<file path="src/hdl/mefp_pkg.sv">
// shared types and constants for the midi event frame packer
package mefp_pkg;

  // result kinds
  localparam logic [1:0] KindByte   = 2'd0;
  localparam logic [1:0] KindLength = 2'd1;
  localparam logic [1:0] KindOffset = 2'd2;

  // frame closing byte and poly pressure remap
  localparam logic [7:0]  FrameEnd      = 8'hFD;
  localparam logic [3:0]  NibPolyPress  = 4'hA;
  localparam logic [3:0]  NibControl    = 4'hB;

  // reset values of the packer state
  localparam logic [16:0] FillReset     = 17'd8;
  localparam logic [15:0] HeaderReset   = 16'd4;

  // largest number of results caused by one input transaction
  localparam int unsigned MaxResults = 6;

  typedef struct packed {
    logic        cmd;
    logic [15:0] sample_offset;
    logic [7:0]  status_byte;
    logic [7:0]  data_one;
    logic [7:0]  data_two;
  } in_t;

  typedef struct packed {
    logic [1:0]  kind;
    logic [15:0] position;
    logic [15:0] value;
    logic        last;
  } out_t;

  typedef struct packed {
    logic [15:0] previous_offset;
    logic [16:0] fill_level;
    logic [15:0] header_length_pos;
  } state_t;

  typedef struct packed {
    state_t                      next;
    logic [2:0]                  count;
    out_t [MaxResults-1:0]       ent;
  } plan_t;

endpackage

</file>
<file path="src/hdl/mefp_planner.sv">
// combinational planner: buffer writes and next state for one transaction
module mefp_planner #(
  parameter int unsigned BUFFER_BYTES = 65536,
  parameter int unsigned FULL_LIMIT   = 65500
) (
  input  mefp_pkg::in_t    item_i,
  input  mefp_pkg::state_t state_i,
  input  logic             poly_to_control_i,
  output mefp_pkg::plan_t  plan_o
);

  logic        room;
  logic        newer;
  logic        frame_change;
  logic [16:0] fill_p1;
  logic [16:0] fill_p9;
  logic [16:0] msg_base;
  logic [15:0] len_word;
  logic [7:0]  status;
  logic [3:0]  hi;
  logic        msg_two;
  logic        msg_three;
  logic [2:0]  base;

  // admission checks and frame close arithmetic
  assign room = (state_i.fill_level < 17'(FULL_LIMIT)) &&
                (({1'b0, state_i.fill_level} + 18'd13) <= 18'(BUFFER_BYTES));
  assign newer   = item_i.sample_offset >= state_i.previous_offset;
  assign fill_p1 = state_i.fill_level + 17'd1;
  assign fill_p9 = state_i.fill_level + 17'd9;
  assign len_word = fill_p1[15:0] - state_i.header_length_pos - 16'd4;
  assign frame_change = item_i.sample_offset != state_i.previous_offset;
  assign msg_base = frame_change ? fill_p9 : state_i.fill_level;
  assign base     = frame_change ? 3'd3 : 3'd0;

  // status remap and message length
  always_comb begin
    status = item_i.status_byte;
    if (status[7:4] == mefp_pkg::NibPolyPress && poly_to_control_i) begin
      status = {mefp_pkg::NibControl, item_i.status_byte[3:0]};
    end
    hi = status[7:4];
    msg_two   = 1'b0;
    msg_three = 1'b0;
    case (hi) inside
      4'h8, 4'h9, 4'hA, 4'hB, 4'hE: msg_three = 1'b1;
      4'hC, 4'hD:                   msg_two   = 1'b1;
      default: ;
    endcase
  end

  // result list and next state
  always_comb begin
    plan_o.next  = state_i;
    plan_o.count = 3'd0;
    for (int i = 0; i < mefp_pkg::MaxResults; i++) begin
      plan_o.ent[i] = '0;
    end
    // frame close entries are shared by flush and offset change
    plan_o.ent[0].kind     = mefp_pkg::KindByte;
    plan_o.ent[0].position = state_i.fill_level[15:0];
    plan_o.ent[0].value    = {8'd0, mefp_pkg::FrameEnd};
    plan_o.ent[1].kind     = mefp_pkg::KindLength;
    plan_o.ent[1].position = state_i.header_length_pos;
    plan_o.ent[1].value    = len_word;
    plan_o.ent[2].kind     = mefp_pkg::KindOffset;
    if (item_i.cmd) begin
      // flush: offset word zero at the buffer start, rewind
      plan_o.ent[2].position = 16'd0;
      plan_o.ent[2].value    = 16'd0;
      plan_o.count                  = 3'd3;
      plan_o.next.previous_offset   = 16'd0;
      plan_o.next.fill_level        = mefp_pkg::FillReset;
      plan_o.next.header_length_pos = mefp_pkg::HeaderReset;
    end else if (room && newer) begin
      plan_o.ent[2].position = fill_p1[15:0];
      plan_o.ent[2].value    = item_i.sample_offset;
      plan_o.next.fill_level = msg_base;
      if (frame_change) begin
        plan_o.next.previous_offset   = item_i.sample_offset;
        plan_o.next.header_length_pos = state_i.fill_level[15:0] + 16'd5;
      end
      if (msg_two || msg_three) begin
        plan_o.ent[base].kind           = mefp_pkg::KindByte;
        plan_o.ent[base].position       = msg_base[15:0];
        plan_o.ent[base].value          = {8'd0, status};
        plan_o.ent[base + 3'd1].kind     = mefp_pkg::KindByte;
        plan_o.ent[base + 3'd1].position = msg_base[15:0] + 16'd1;
        plan_o.ent[base + 3'd1].value    = {8'd0, item_i.data_one};
        plan_o.next.fill_level          = msg_base + 17'd2;
      end
      if (msg_three) begin
        plan_o.ent[base + 3'd2].kind     = mefp_pkg::KindByte;
        plan_o.ent[base + 3'd2].position = msg_base[15:0] + 16'd2;
        plan_o.ent[base + 3'd2].value    = {8'd0, item_i.data_two};
        plan_o.next.fill_level          = msg_base + 17'd3;
      end
      plan_o.count = base + (msg_three ? 3'd3 : (msg_two ? 3'd2 : 3'd0));
    end
  end

endmodule

</file>
<file path="src/hdl/midi_event_frame_packer_unit.sv">
// top level of the midi event frame packer: handshakes, state and result sequencer
//
// Input channel (in_valid_i, in_stall_o, in_data_i) takes one MIDI event or a
// flush command per transaction. Output channel (out_valid_o, out_stall_i,
// out_data_o) delivers buffer writes: kind, position, value and a last flag on
// the final write caused by a transaction. A dropped event gives no write.
// The cfg channel (cfg_valid_i, cfg_ready_o, cfg_data_i) writes the
// poly_to_control bit; it is always ready. The user must write it only while idle;
// the block itself does not enforce it. An accepted transaction is planned in
// the cycle it is taken and its writes are registered into a six-entry result
// list; the first write shows in the next cycle, then one write per cycle while
// out_stall_i is low. A transaction gives up to six writes, possibly none, all
// through the single output port; the next transaction is taken in the cycle
// the last write of the previous one leaves. While the receiver stalls, the
// current write holds and in_stall_o stays high once a list is pending.
// Reset (rst_ni low) empties the list, sets fill to 8, the header length
// position to 4, the previous offset to 0 and poly_to_control to 1.
module midi_event_frame_packer_unit #(
  parameter int unsigned BUFFER_BYTES = 65536,
  parameter int unsigned FULL_LIMIT   = 65500
) (
  input  logic            clk_i,
  input  logic            rst_ni,
  input  logic            in_valid_i,
  output logic            in_stall_o,
  input  mefp_pkg::in_t   in_data_i,
  output logic            out_valid_o,
  input  logic            out_stall_i,
  output mefp_pkg::out_t  out_data_o,
  input  logic            cfg_valid_i,
  output logic            cfg_ready_o,
  input  logic            cfg_data_i
);

  mefp_pkg::state_t state_q;
  logic             poly_q;
  mefp_pkg::plan_t  plan;
  mefp_pkg::out_t   res_q [mefp_pkg::MaxResults];
  logic [2:0]       cnt_q;
  logic [2:0]       idx_q;
  logic             pend_q;
  logic             out_fire;
  logic             last_fire;
  logic             in_fire;
  logic             is_last;

  mefp_planner #(
    .BUFFER_BYTES(BUFFER_BYTES),
    .FULL_LIMIT  (FULL_LIMIT)
  ) u_planner (
    .item_i           (in_data_i),
    .state_i          (state_q),
    .poly_to_control_i(poly_q),
    .plan_o           (plan)
  );

  // handshake control
  assign is_last     = idx_q == (cnt_q - 3'd1);
  assign out_fire    = pend_q && !out_stall_i;
  assign last_fire   = out_fire && is_last;
  assign in_stall_o  = pend_q && !last_fire;
  assign in_fire     = in_valid_i && !in_stall_o;
  assign cfg_ready_o = 1'b1;

  // output view of the current list entry
  always_comb begin
    out_data_o      = res_q[idx_q];
    out_data_o.last = is_last;
  end
  assign out_valid_o = pend_q;

  // configuration register
  always_ff @(posedge clk_i or negedge rst_ni) begin
    if (!rst_ni) begin
      poly_q <= 1'b1;
    end else if (cfg_valid_i && cfg_ready_o) begin
      poly_q <= cfg_data_i;
    end
  end

  // packer state and sequencer control
  always_ff @(posedge clk_i or negedge rst_ni) begin
    if (!rst_ni) begin
      state_q.previous_offset   <= 16'd0;
      state_q.fill_level        <= mefp_pkg::FillReset;
      state_q.header_length_pos <= mefp_pkg::HeaderReset;
      cnt_q  <= 3'd0;
      idx_q  <= 3'd0;
      pend_q <= 1'b0;
    end else if (in_fire) begin
      state_q <= plan.next;
      cnt_q   <= plan.count;
      idx_q   <= 3'd0;
      pend_q  <= plan.count != 3'd0;
    end else if (last_fire) begin
      pend_q <= 1'b0;
    end else if (out_fire) begin
      idx_q <= idx_q + 3'd1;
    end
  end

  // result list payload
  always_ff @(posedge clk_i) begin
    if (in_fire) begin
      for (int i = 0; i < mefp_pkg::MaxResults; i++) begin
        res_q[i] <= plan.ent[i];
      end
    end
  end

endmodule
</file>
<file path="config.mk">
export PLATFORM = sky130hd
export DESIGN_NAME = midi_event_frame_packer_unit
export DESIGN_NICKNAME = d
export VERILOG_FILES = /design/src/hdl/mefp_pkg.sv /design/src/hdl/mefp_planner.sv /design/src/hdl/midi_event_frame_packer_unit.sv
export SDC_FILE = /design/constraint.sdc
export NUM_CORES = 1
export LEC_CHECK = 0
export ABC_AREA = 1
export BUFFER_PORTS_ARGS = -buffer_cell sky130_fd_sc_hd__buf_2
export CAP_MARGIN = 5
export CORE_MARGIN = 2
export CORE_UTILIZATION = 50
export DETAILED_ROUTE_END_ITERATION = 10
export HOLD_SLACK_MARGIN = 0.12
export MAX_ROUTING_LAYER = met4
export PLACE_DENSITY = 0.68
export SYNTH_ARGS = -nofsm -noshare
export SYNTH_HDL_FRONTEND = slang
export SYNTH_SLANG_ARGS = --single-unit
export TNS_END_PERCENT = 100
</file>
<file path="constraint.sdc">
create_clock -name clk_i -period 5.4 [get_ports clk_i]
set_input_delay 0.27 -clock clk_i [delete_from_list [all_inputs] [get_ports clk_i]]
set_output_delay 0.27 -clock clk_i [all_outputs]
set_load 0.01 [all_outputs]
</file>
==> results.txt, run 1 <==
HP Start -> in_valid_i
share of layout cells above drive strength 1 -> 0.140
Global Route Usage Sum -> 0.290
DRT iter0 DRCs -> 1199
Post-synth ARST share -> 0.260
Die X -> 168 µm
Lkg Pwr -> 6.53 nW
worst r2r path cells -> 15
Reg clk slew, reported paths -> 60 ps
Clk Latency, worst-skew pair -> 550 ps
commonest non-fill, non-tap cells in the layout -> nand2_1, nor2_1, inv_1, edfxtp_1, nand3_1
PortBufs -> 83
H-Tree Depth -> 1
commonest non-fill, non-tap cell in the layout -> nand2_1
FF-to-FF End -> res_q[1][13]$_DFFE_PP_
final wirelength -> 40.0 mm
WP data arrival -> 4250 ps
cells after synthesis -> 1610
average size of a mapped cell -> 8.40 µm²
min-delay worst type -> input port to register
Tmin final -> 3890 ps
CTS Buf Count -> 24
WHS Path Cells -> 4
final setup margin -> 1510 ps
placed inst area -> 14100 µm²
max_cap viols -> 0
pre-CTS WS -> 1540 ps
Final TNS setup -> 0 ps
top_reg_cell synth -> edfxtp_1
Critical Path Source Type -> register
Reg2Reg Setup Slack -> 1510 ps
Post-layout nets -> 1797
final hold vios -> 0
drt first pass iters -> 6
first-pass GRT wire length -> 62.1 mm
post-route ant nets -> 0
Tcrit/Tclk final -> 0.720
starting density of the core -> 0.506
fin. max-slew vios -> 0
full die area -> 28400 µm²
status -> completed
core box area -> 26700 µm²
CP max FO -> 8
Clock Tree Buf Depth -> 3
vias per inst -> 5.65
vias in the first global route -> 10962
# rows -> 60
final setup skew -> 33.1 ps
WL/cell -> 19.5 µm
die span in y -> 168 µm
pwr dens -> 610 nW/µm²
Residual DRC -> 0
# clock sinks -> 219
RSZ-0062 raised after global routing -> no
via count -> 11597
largest net degree at the start of global routing -> 106
GP Congestion -> 0.996
Crit Path Category -> register to register
post-route cell area -> 15300 µm²
slew margin rel. -> 0.392
grt total ovfl -> 0
TritonCTS clock tree -> yes
final HPWL from detailed placement -> 28.0 mm
Synth Cell Area -> 13500 µm²
fmax -> 0.257 GHz
Worst Path Required -> 5760 ps
flops & latches, synth -> 219
EDFF count, synth -> 162
Pwr Total -> 9.35 mW
synth unique cells -> 54
Final Setup Violations -> 0
Worst Hold End -> cnt_q[2]$_DFFE_PN0P_
FF-to-FF Start -> state_q[19]$_DFFE_PN1P_
I/O pins -> 85
yosys warns -> 0
Setup crit end kind -> register
initial antenna violation count -> 2
Seq/Total Area, Yosys -> 0.466
clock root cell -> clkbuf_16
VDD IR max -> 0.000346 V
Final Util -> 0.574
area delta synth->final -> 13.4%
worst slew pin tran -> 912 ps
Fillers -> 2414
-- Yosys cell counts (3+ instances only) --
cell,number,area [µm²]
xnor2_1,5,43.8
a21oi_1,83,415
nand2_4,7,78.8
o21ai_2,3,26.3
a211oi_1,4,30.0
o21ai_0,81,405
nand2_1,333,1250
inv_2,15,56.3
clkbuf_1,44,165
o21ai_1,29,145
a32o_1,24,240
o211ai_1,3,22.5
or2_2,3,18.8
ha_1,55,688
nor2_1,187,702
nor3_1,7,35.0
nor2_2,15,93.8
o31ai_1,3,22.5
inv_1,174,653
nand4_1,15,93.8
xor2_1,43,377
dfstp_2,3,78.8
o21bai_1,4,30.0
nand3_1,96,480
and3_1,9,56.3
buf_4,12,90.1
dfrtp_1,54,1350
edfxtp_1,162,4860
o22ai_1,30,188
o21a_1,3,22.5
nor2_4,15,169
buf_1,5,18.8
buf_2,25,125
nand3_2,3,30.0
nand2_2,28,175
-- cells by family after synthesis --
family          Yosys count  synth area share
simple gates            729             0.244
fa+ha+maj                57            0.0539
other cells               1          0.000277
buf+inv                 281            0.0847
flops                   219             0.466
xor+xnor                 49            0.0323
compound gates          274             0.119
-- worst max path at each step --
stage	from	end	depth (start not counted)
after CTS	state_q[19]$_DFFE_PN1P_	res_q[1][13]$_DFFE_PP_	15
after detailed placement	state_q[19]$_DFFE_PN1P_	res_q[1][13]$_DFFE_PP_	15
after global placement	state_q[19]$_DFFE_PN1P_	res_q[1][13]$_DFFE_PP_	15
after floorplan	cnt_q[0]$_DFFE_PN0P_	state_q[44]$_DFFE_PN0P_	13
final	state_q[19]$_DFFE_PN1P_	res_q[1][13]$_DFFE_PP_	15
after global routing	state_q[16]$_DFFE_PN0P_	res_q[1][13]$_DFFE_PP_	16
-- state kept, by name, summed over array words and instances, names as in the netlist --
| register | flops |
|---|---|
| out_valid_o | 1 |
| state_q | 49 |
| poly_q | 1 |
| res_q | 162 |
| cnt_q | 3 |
| idx_q | 3 |
-- report_power, final --
part | switching [mW] | internal (mW) | total (mW)
Combinational | 3.26 | 1.63 | 4.89
Sequential | 0.293 | 2.52 | 2.81
Clock | 0.690 | 0.951 | 1.64
-- metal layers --
| metal | GRT usage | up-vias | wire, µm | share of wire |
|---|---|---|---|---|
| li1 | - | 5494 | - | - |
| met1 | 0.411 | 5511 | 17700 | 0.44 |
| met2 | 0.443 | 519 | 18000 | 0.45 |
| met3 | 0.0472 | 73 | 3500 | 0.088 |
| met4 | 0.0645 | 0 | 825 | 0.021 |
| met5 | - | - | 0 | 0 |
-- per-stage QoR --
step	hold slack, ps	cells
global route	200	2054
CTS	145	2052
detailed placement	448	1964
global placement	440	1964
floorplan	-25.6	1611
finish	168	2054
-- critical path: stages (launching register included) --
cell	delay, ps
dfstp_2	680
nand2_1	110
nor2_1	180
inv_1	60
nor2_1	200
xor2_1	240
ha_1	280
inv_1	60
ha_1	260
a21oi_1	140
a21boi_0	450
o21ai_0	240
a31oi_1	290
o21ai_0	140
xor2_1	150
nor2_1	200
-- repair_timing --
action,CTS,global route
buffers inserted,0,0
hold endpoints to repair,126,0
resized for setup,0,0
hold buffers,44,0
-- area by class of cell --
cell class	count	area, µm²	area share
Clock inverter	10	128	0.00833
Multi-Input combinational cell	1111	6080	0.397
Timing Repair Buffer	143	988	0.0645
Sequential cell	219	6300	0.411
Clock buffer	34	658	0.0429
Antenna cell	2	5.00	0.000327
Inverter	194	739	0.0482
Tap cell	341	427	0.0278
Power figures use the tool's default switching activity.
==> inputs of run 2 (changes only) <==
==> constraint.sdc (replaced) <==
create_clock -name clk_i -period 3.7 [get_ports clk_i]
set_input_delay 0.185 -clock clk_i [delete_from_list [all_inputs] [get_ports clk_i]]
set_output_delay 0.185 -clock clk_i [all_outputs]
set_load 0.01 [all_outputs]
==> run 2 against run 1 <==
  * Fmax rose by 15%
  * Wire length rose by 2.5%
  * Largest power group unchanged
  * Critical path depth rose by 1
  * Power rose by 48%
  * Sequential power rose by 46%
  * Core utilization rose by 0.90 points
  * Combinational power rose by 49%
  * Worst setup slack got worse by 1200 ps
  * Die area did not move
  * Clock power rose by 49%
  * Highest routed layer unchanged
==> results.txt, run 2 (synthesis results as in run 1) <==
Lkg Pwr -> 6.69 nW (was 6.53 nW)
Pwr Total -> 13.8 mW (was 9.35 mW)
Final Setup Violations -> 0 (unchanged)
Largest register FFs -> 162 (unchanged)
initial antenna violation count -> 2 (unchanged)
Critical Path Source Type -> register (unchanged)
Die X -> 168 µm (unchanged)
I/O pins -> 85 (unchanged)
grt total ovfl -> 0 (unchanged)
final setup skew -> 15.7 ps (was 33.1 ps)
# clock sinks -> 219 (unchanged)
Clock Tree Buf Depth -> 3 (unchanged)
largest net degree at the start of global routing -> 77 (was 106)
commonest non-fill, non-tap cells in the layout -> nand2_1, nor2_1, inv_1, edfxtp_1, nand3_1 (unchanged)
CTS Buf Count -> 25 (was 24)
Top reg by flops -> res_q (unchanged)
Reg2Reg Setup Slack -> 320 ps (was 1510 ps)
share of layout cells above drive strength 1 -> 0.156 (was 0.140)
# rows -> 60 (unchanged)
via count -> 11553 (was 11597)
clock root cell -> clkbuf_16 (unchanged)
postcts setup bufs -> 0 (unchanged)
RSZ-0062 raised after global routing -> no (unchanged)
Crit Path Category -> register to register (unchanged)
VDD IR max -> 0.000520 V (was 0.000346 V)
pwr dens -> 889 nW/µm² (was 610 nW/µm²)
status -> completed (unchanged)
Worst Path Required -> 3960 ps (was 5760 ps)
min-delay worst type -> input port to register (unchanged)
commonest non-fill, non-tap cell in the layout -> nand2_1 (unchanged)
placed inst area -> 14300 µm² (was 14100 µm²)
die span in y -> 168 µm (unchanged)
area delta synth->final -> 15.1% (was 13.4%)
Global Route Usage Sum -> 0.301 (was 0.290)
full die area -> 28400 µm² (unchanged)
GP Congestion -> 0.999 (was 0.996)
Final TNS setup -> 0 ps (unchanged)
core box area -> 26700 µm² (unchanged)
WP data arrival -> 3650 ps (was 4250 ps)
final HPWL from detailed placement -> 29.5 mm (was 28.0 mm)
Setup crit end kind -> register (unchanged)
max_cap viols -> 0 (unchanged)
CP max FO -> 8 (unchanged)
drt first pass iters -> 6 (unchanged)
Tcrit/Tclk final -> 0.915 (was 0.720)
fmax -> 0.295 GHz (was 0.257 GHz)
Tmin final -> 3380 ps (was 3890 ps)
vias in the first global route -> 11237 (was 10962)
DRT iter0 DRCs -> 1059 (was 1199)
top flop regs -> res_q: 162 flops, state_q: 49 flops (unchanged)
Post-layout nets -> 1825 (was 1797)
worst slew pin tran -> 962 ps (was 912 ps)
Reg clk slew, reported paths -> 60 ps (about the same)
post-route cell area -> 15600 µm² (was 15300 µm²)
first-pass GRT wire length -> 63.9 mm (was 62.1 mm)
fin. max-slew vios -> 0 (unchanged)
H-Tree Depth -> 1 (unchanged)
PortBufs -> 83 (unchanged)
starting density of the core -> 0.506 (unchanged)
WL/cell -> 19.7 µm (was 19.5 µm)
TritonCTS clock tree -> yes (unchanged)
Residual DRC -> 0 (unchanged)
final hold vios -> 0 (unchanged)
final wirelength -> 41.0 mm (was 40.0 mm)
Clk Latency, worst-skew pair -> 540 ps (was 550 ps)
vias per inst -> 5.55 (was 5.65)
slew margin rel. -> 0.358 (was 0.392)
Fillers -> 2407 (was 2414)
post-route ant nets -> 0 (unchanged)
## run 2: cell types whose count changed in the layout (fill, tap and decap cells not counted), moves of 2 or more
cell / before / now
clkbuf_8: 2 / 5
clkinv_2: 3 / 5
dlygate4sd3_1: 44 / 46
buf_4: 15 / 40
clkbuf_1: 8 / 6
## run 2: metrics by stage
step,worst slack (ps),hold WS (ps),util,cells
after floorplan,468,-111,-,1611
final,316,259,0.583,2083
after detailed placement,336,340,0.534,1989
after global placement,346,346,0.534,1989
after CTS,342,200,0.582,2081
after global routing,6.35,295,0.583,2083
## run 2: final timing paths
check / start / cells after the start / to
worst min register to register: state_q[33]$_DFFE_PN0P_ / 2 / state_q[33]$_DFFE_PN0P_
min in group asynchronous: rst_ni / 2 / state_q[43]$_DFFE_PN0P_
worst max register to register: state_q[19]$_DFFE_PN1P_ / 16 / res_q[1][13]$_DFFE_PP_
worst min-delay path: in_data_i[23] / 5 / res_q[0][5]$_SDFFCE_PP1P_
max in group asynchronous: rst_ni / 4 / state_q[29]$_DFFE_PN0P_
worst max-delay path: state_q[19]$_DFFE_PN1P_ / 16 / res_q[1][13]$_DFFE_PP_
## run 2: cell type report
type	count	area [µm²]	area share
sequential	219	6300	0.405
multi-input combinational	1111	6090	0.391
timing repair buffer	170	1200	0.0768
inverter	194	739	0.0475
clock buffer	36	717	0.0460
tap	341	427	0.0274
clock inverter	10	93.8	0.00603
antenna	2	5.00	0.000321
## run 2: routing by layer
layer | vias to the layer above | global-route usage | wire length [µm]
li1 | 5571 | - | -
met1 | 5457 | 0.403 | 17900
met2 | 441 | 0.458 | 18200
met3 | 84 | 0.0764 | 3660
met4 | 0 | 0.0828 | 1220
met5 | - | - | 0
## run 2: worst max-delay path: stages, from the launching register on
cell	delay, ps
dfstp_2	610
nand2_1	90
nor2_1	140
inv_1	50
nor2_1	200
nand2_1	150
xor2_1	270
inv_1	80
ha_1	270
inv_1	40
ha_1	380
a21oi_1	210
inv_1	50
a31oi_1	210
o21ai_0	130
xor2_1	150
nor2_1	70
## run 2: power breakdown
group	switching, mW	internal, mW	leakage, nW
Combinational	4.76	2.53	4.05
Sequential	0.418	3.69	2.25
Clock	1.03	1.42	0.398
## run 2: repair_timing
item | 4_1_cts | 5_1_grt
gates resized for setup | 0 | 4
hold endpoints to repair | 106 | 0
hold buffers | 46 | 0
setup endpoints to repair | 0 | 3
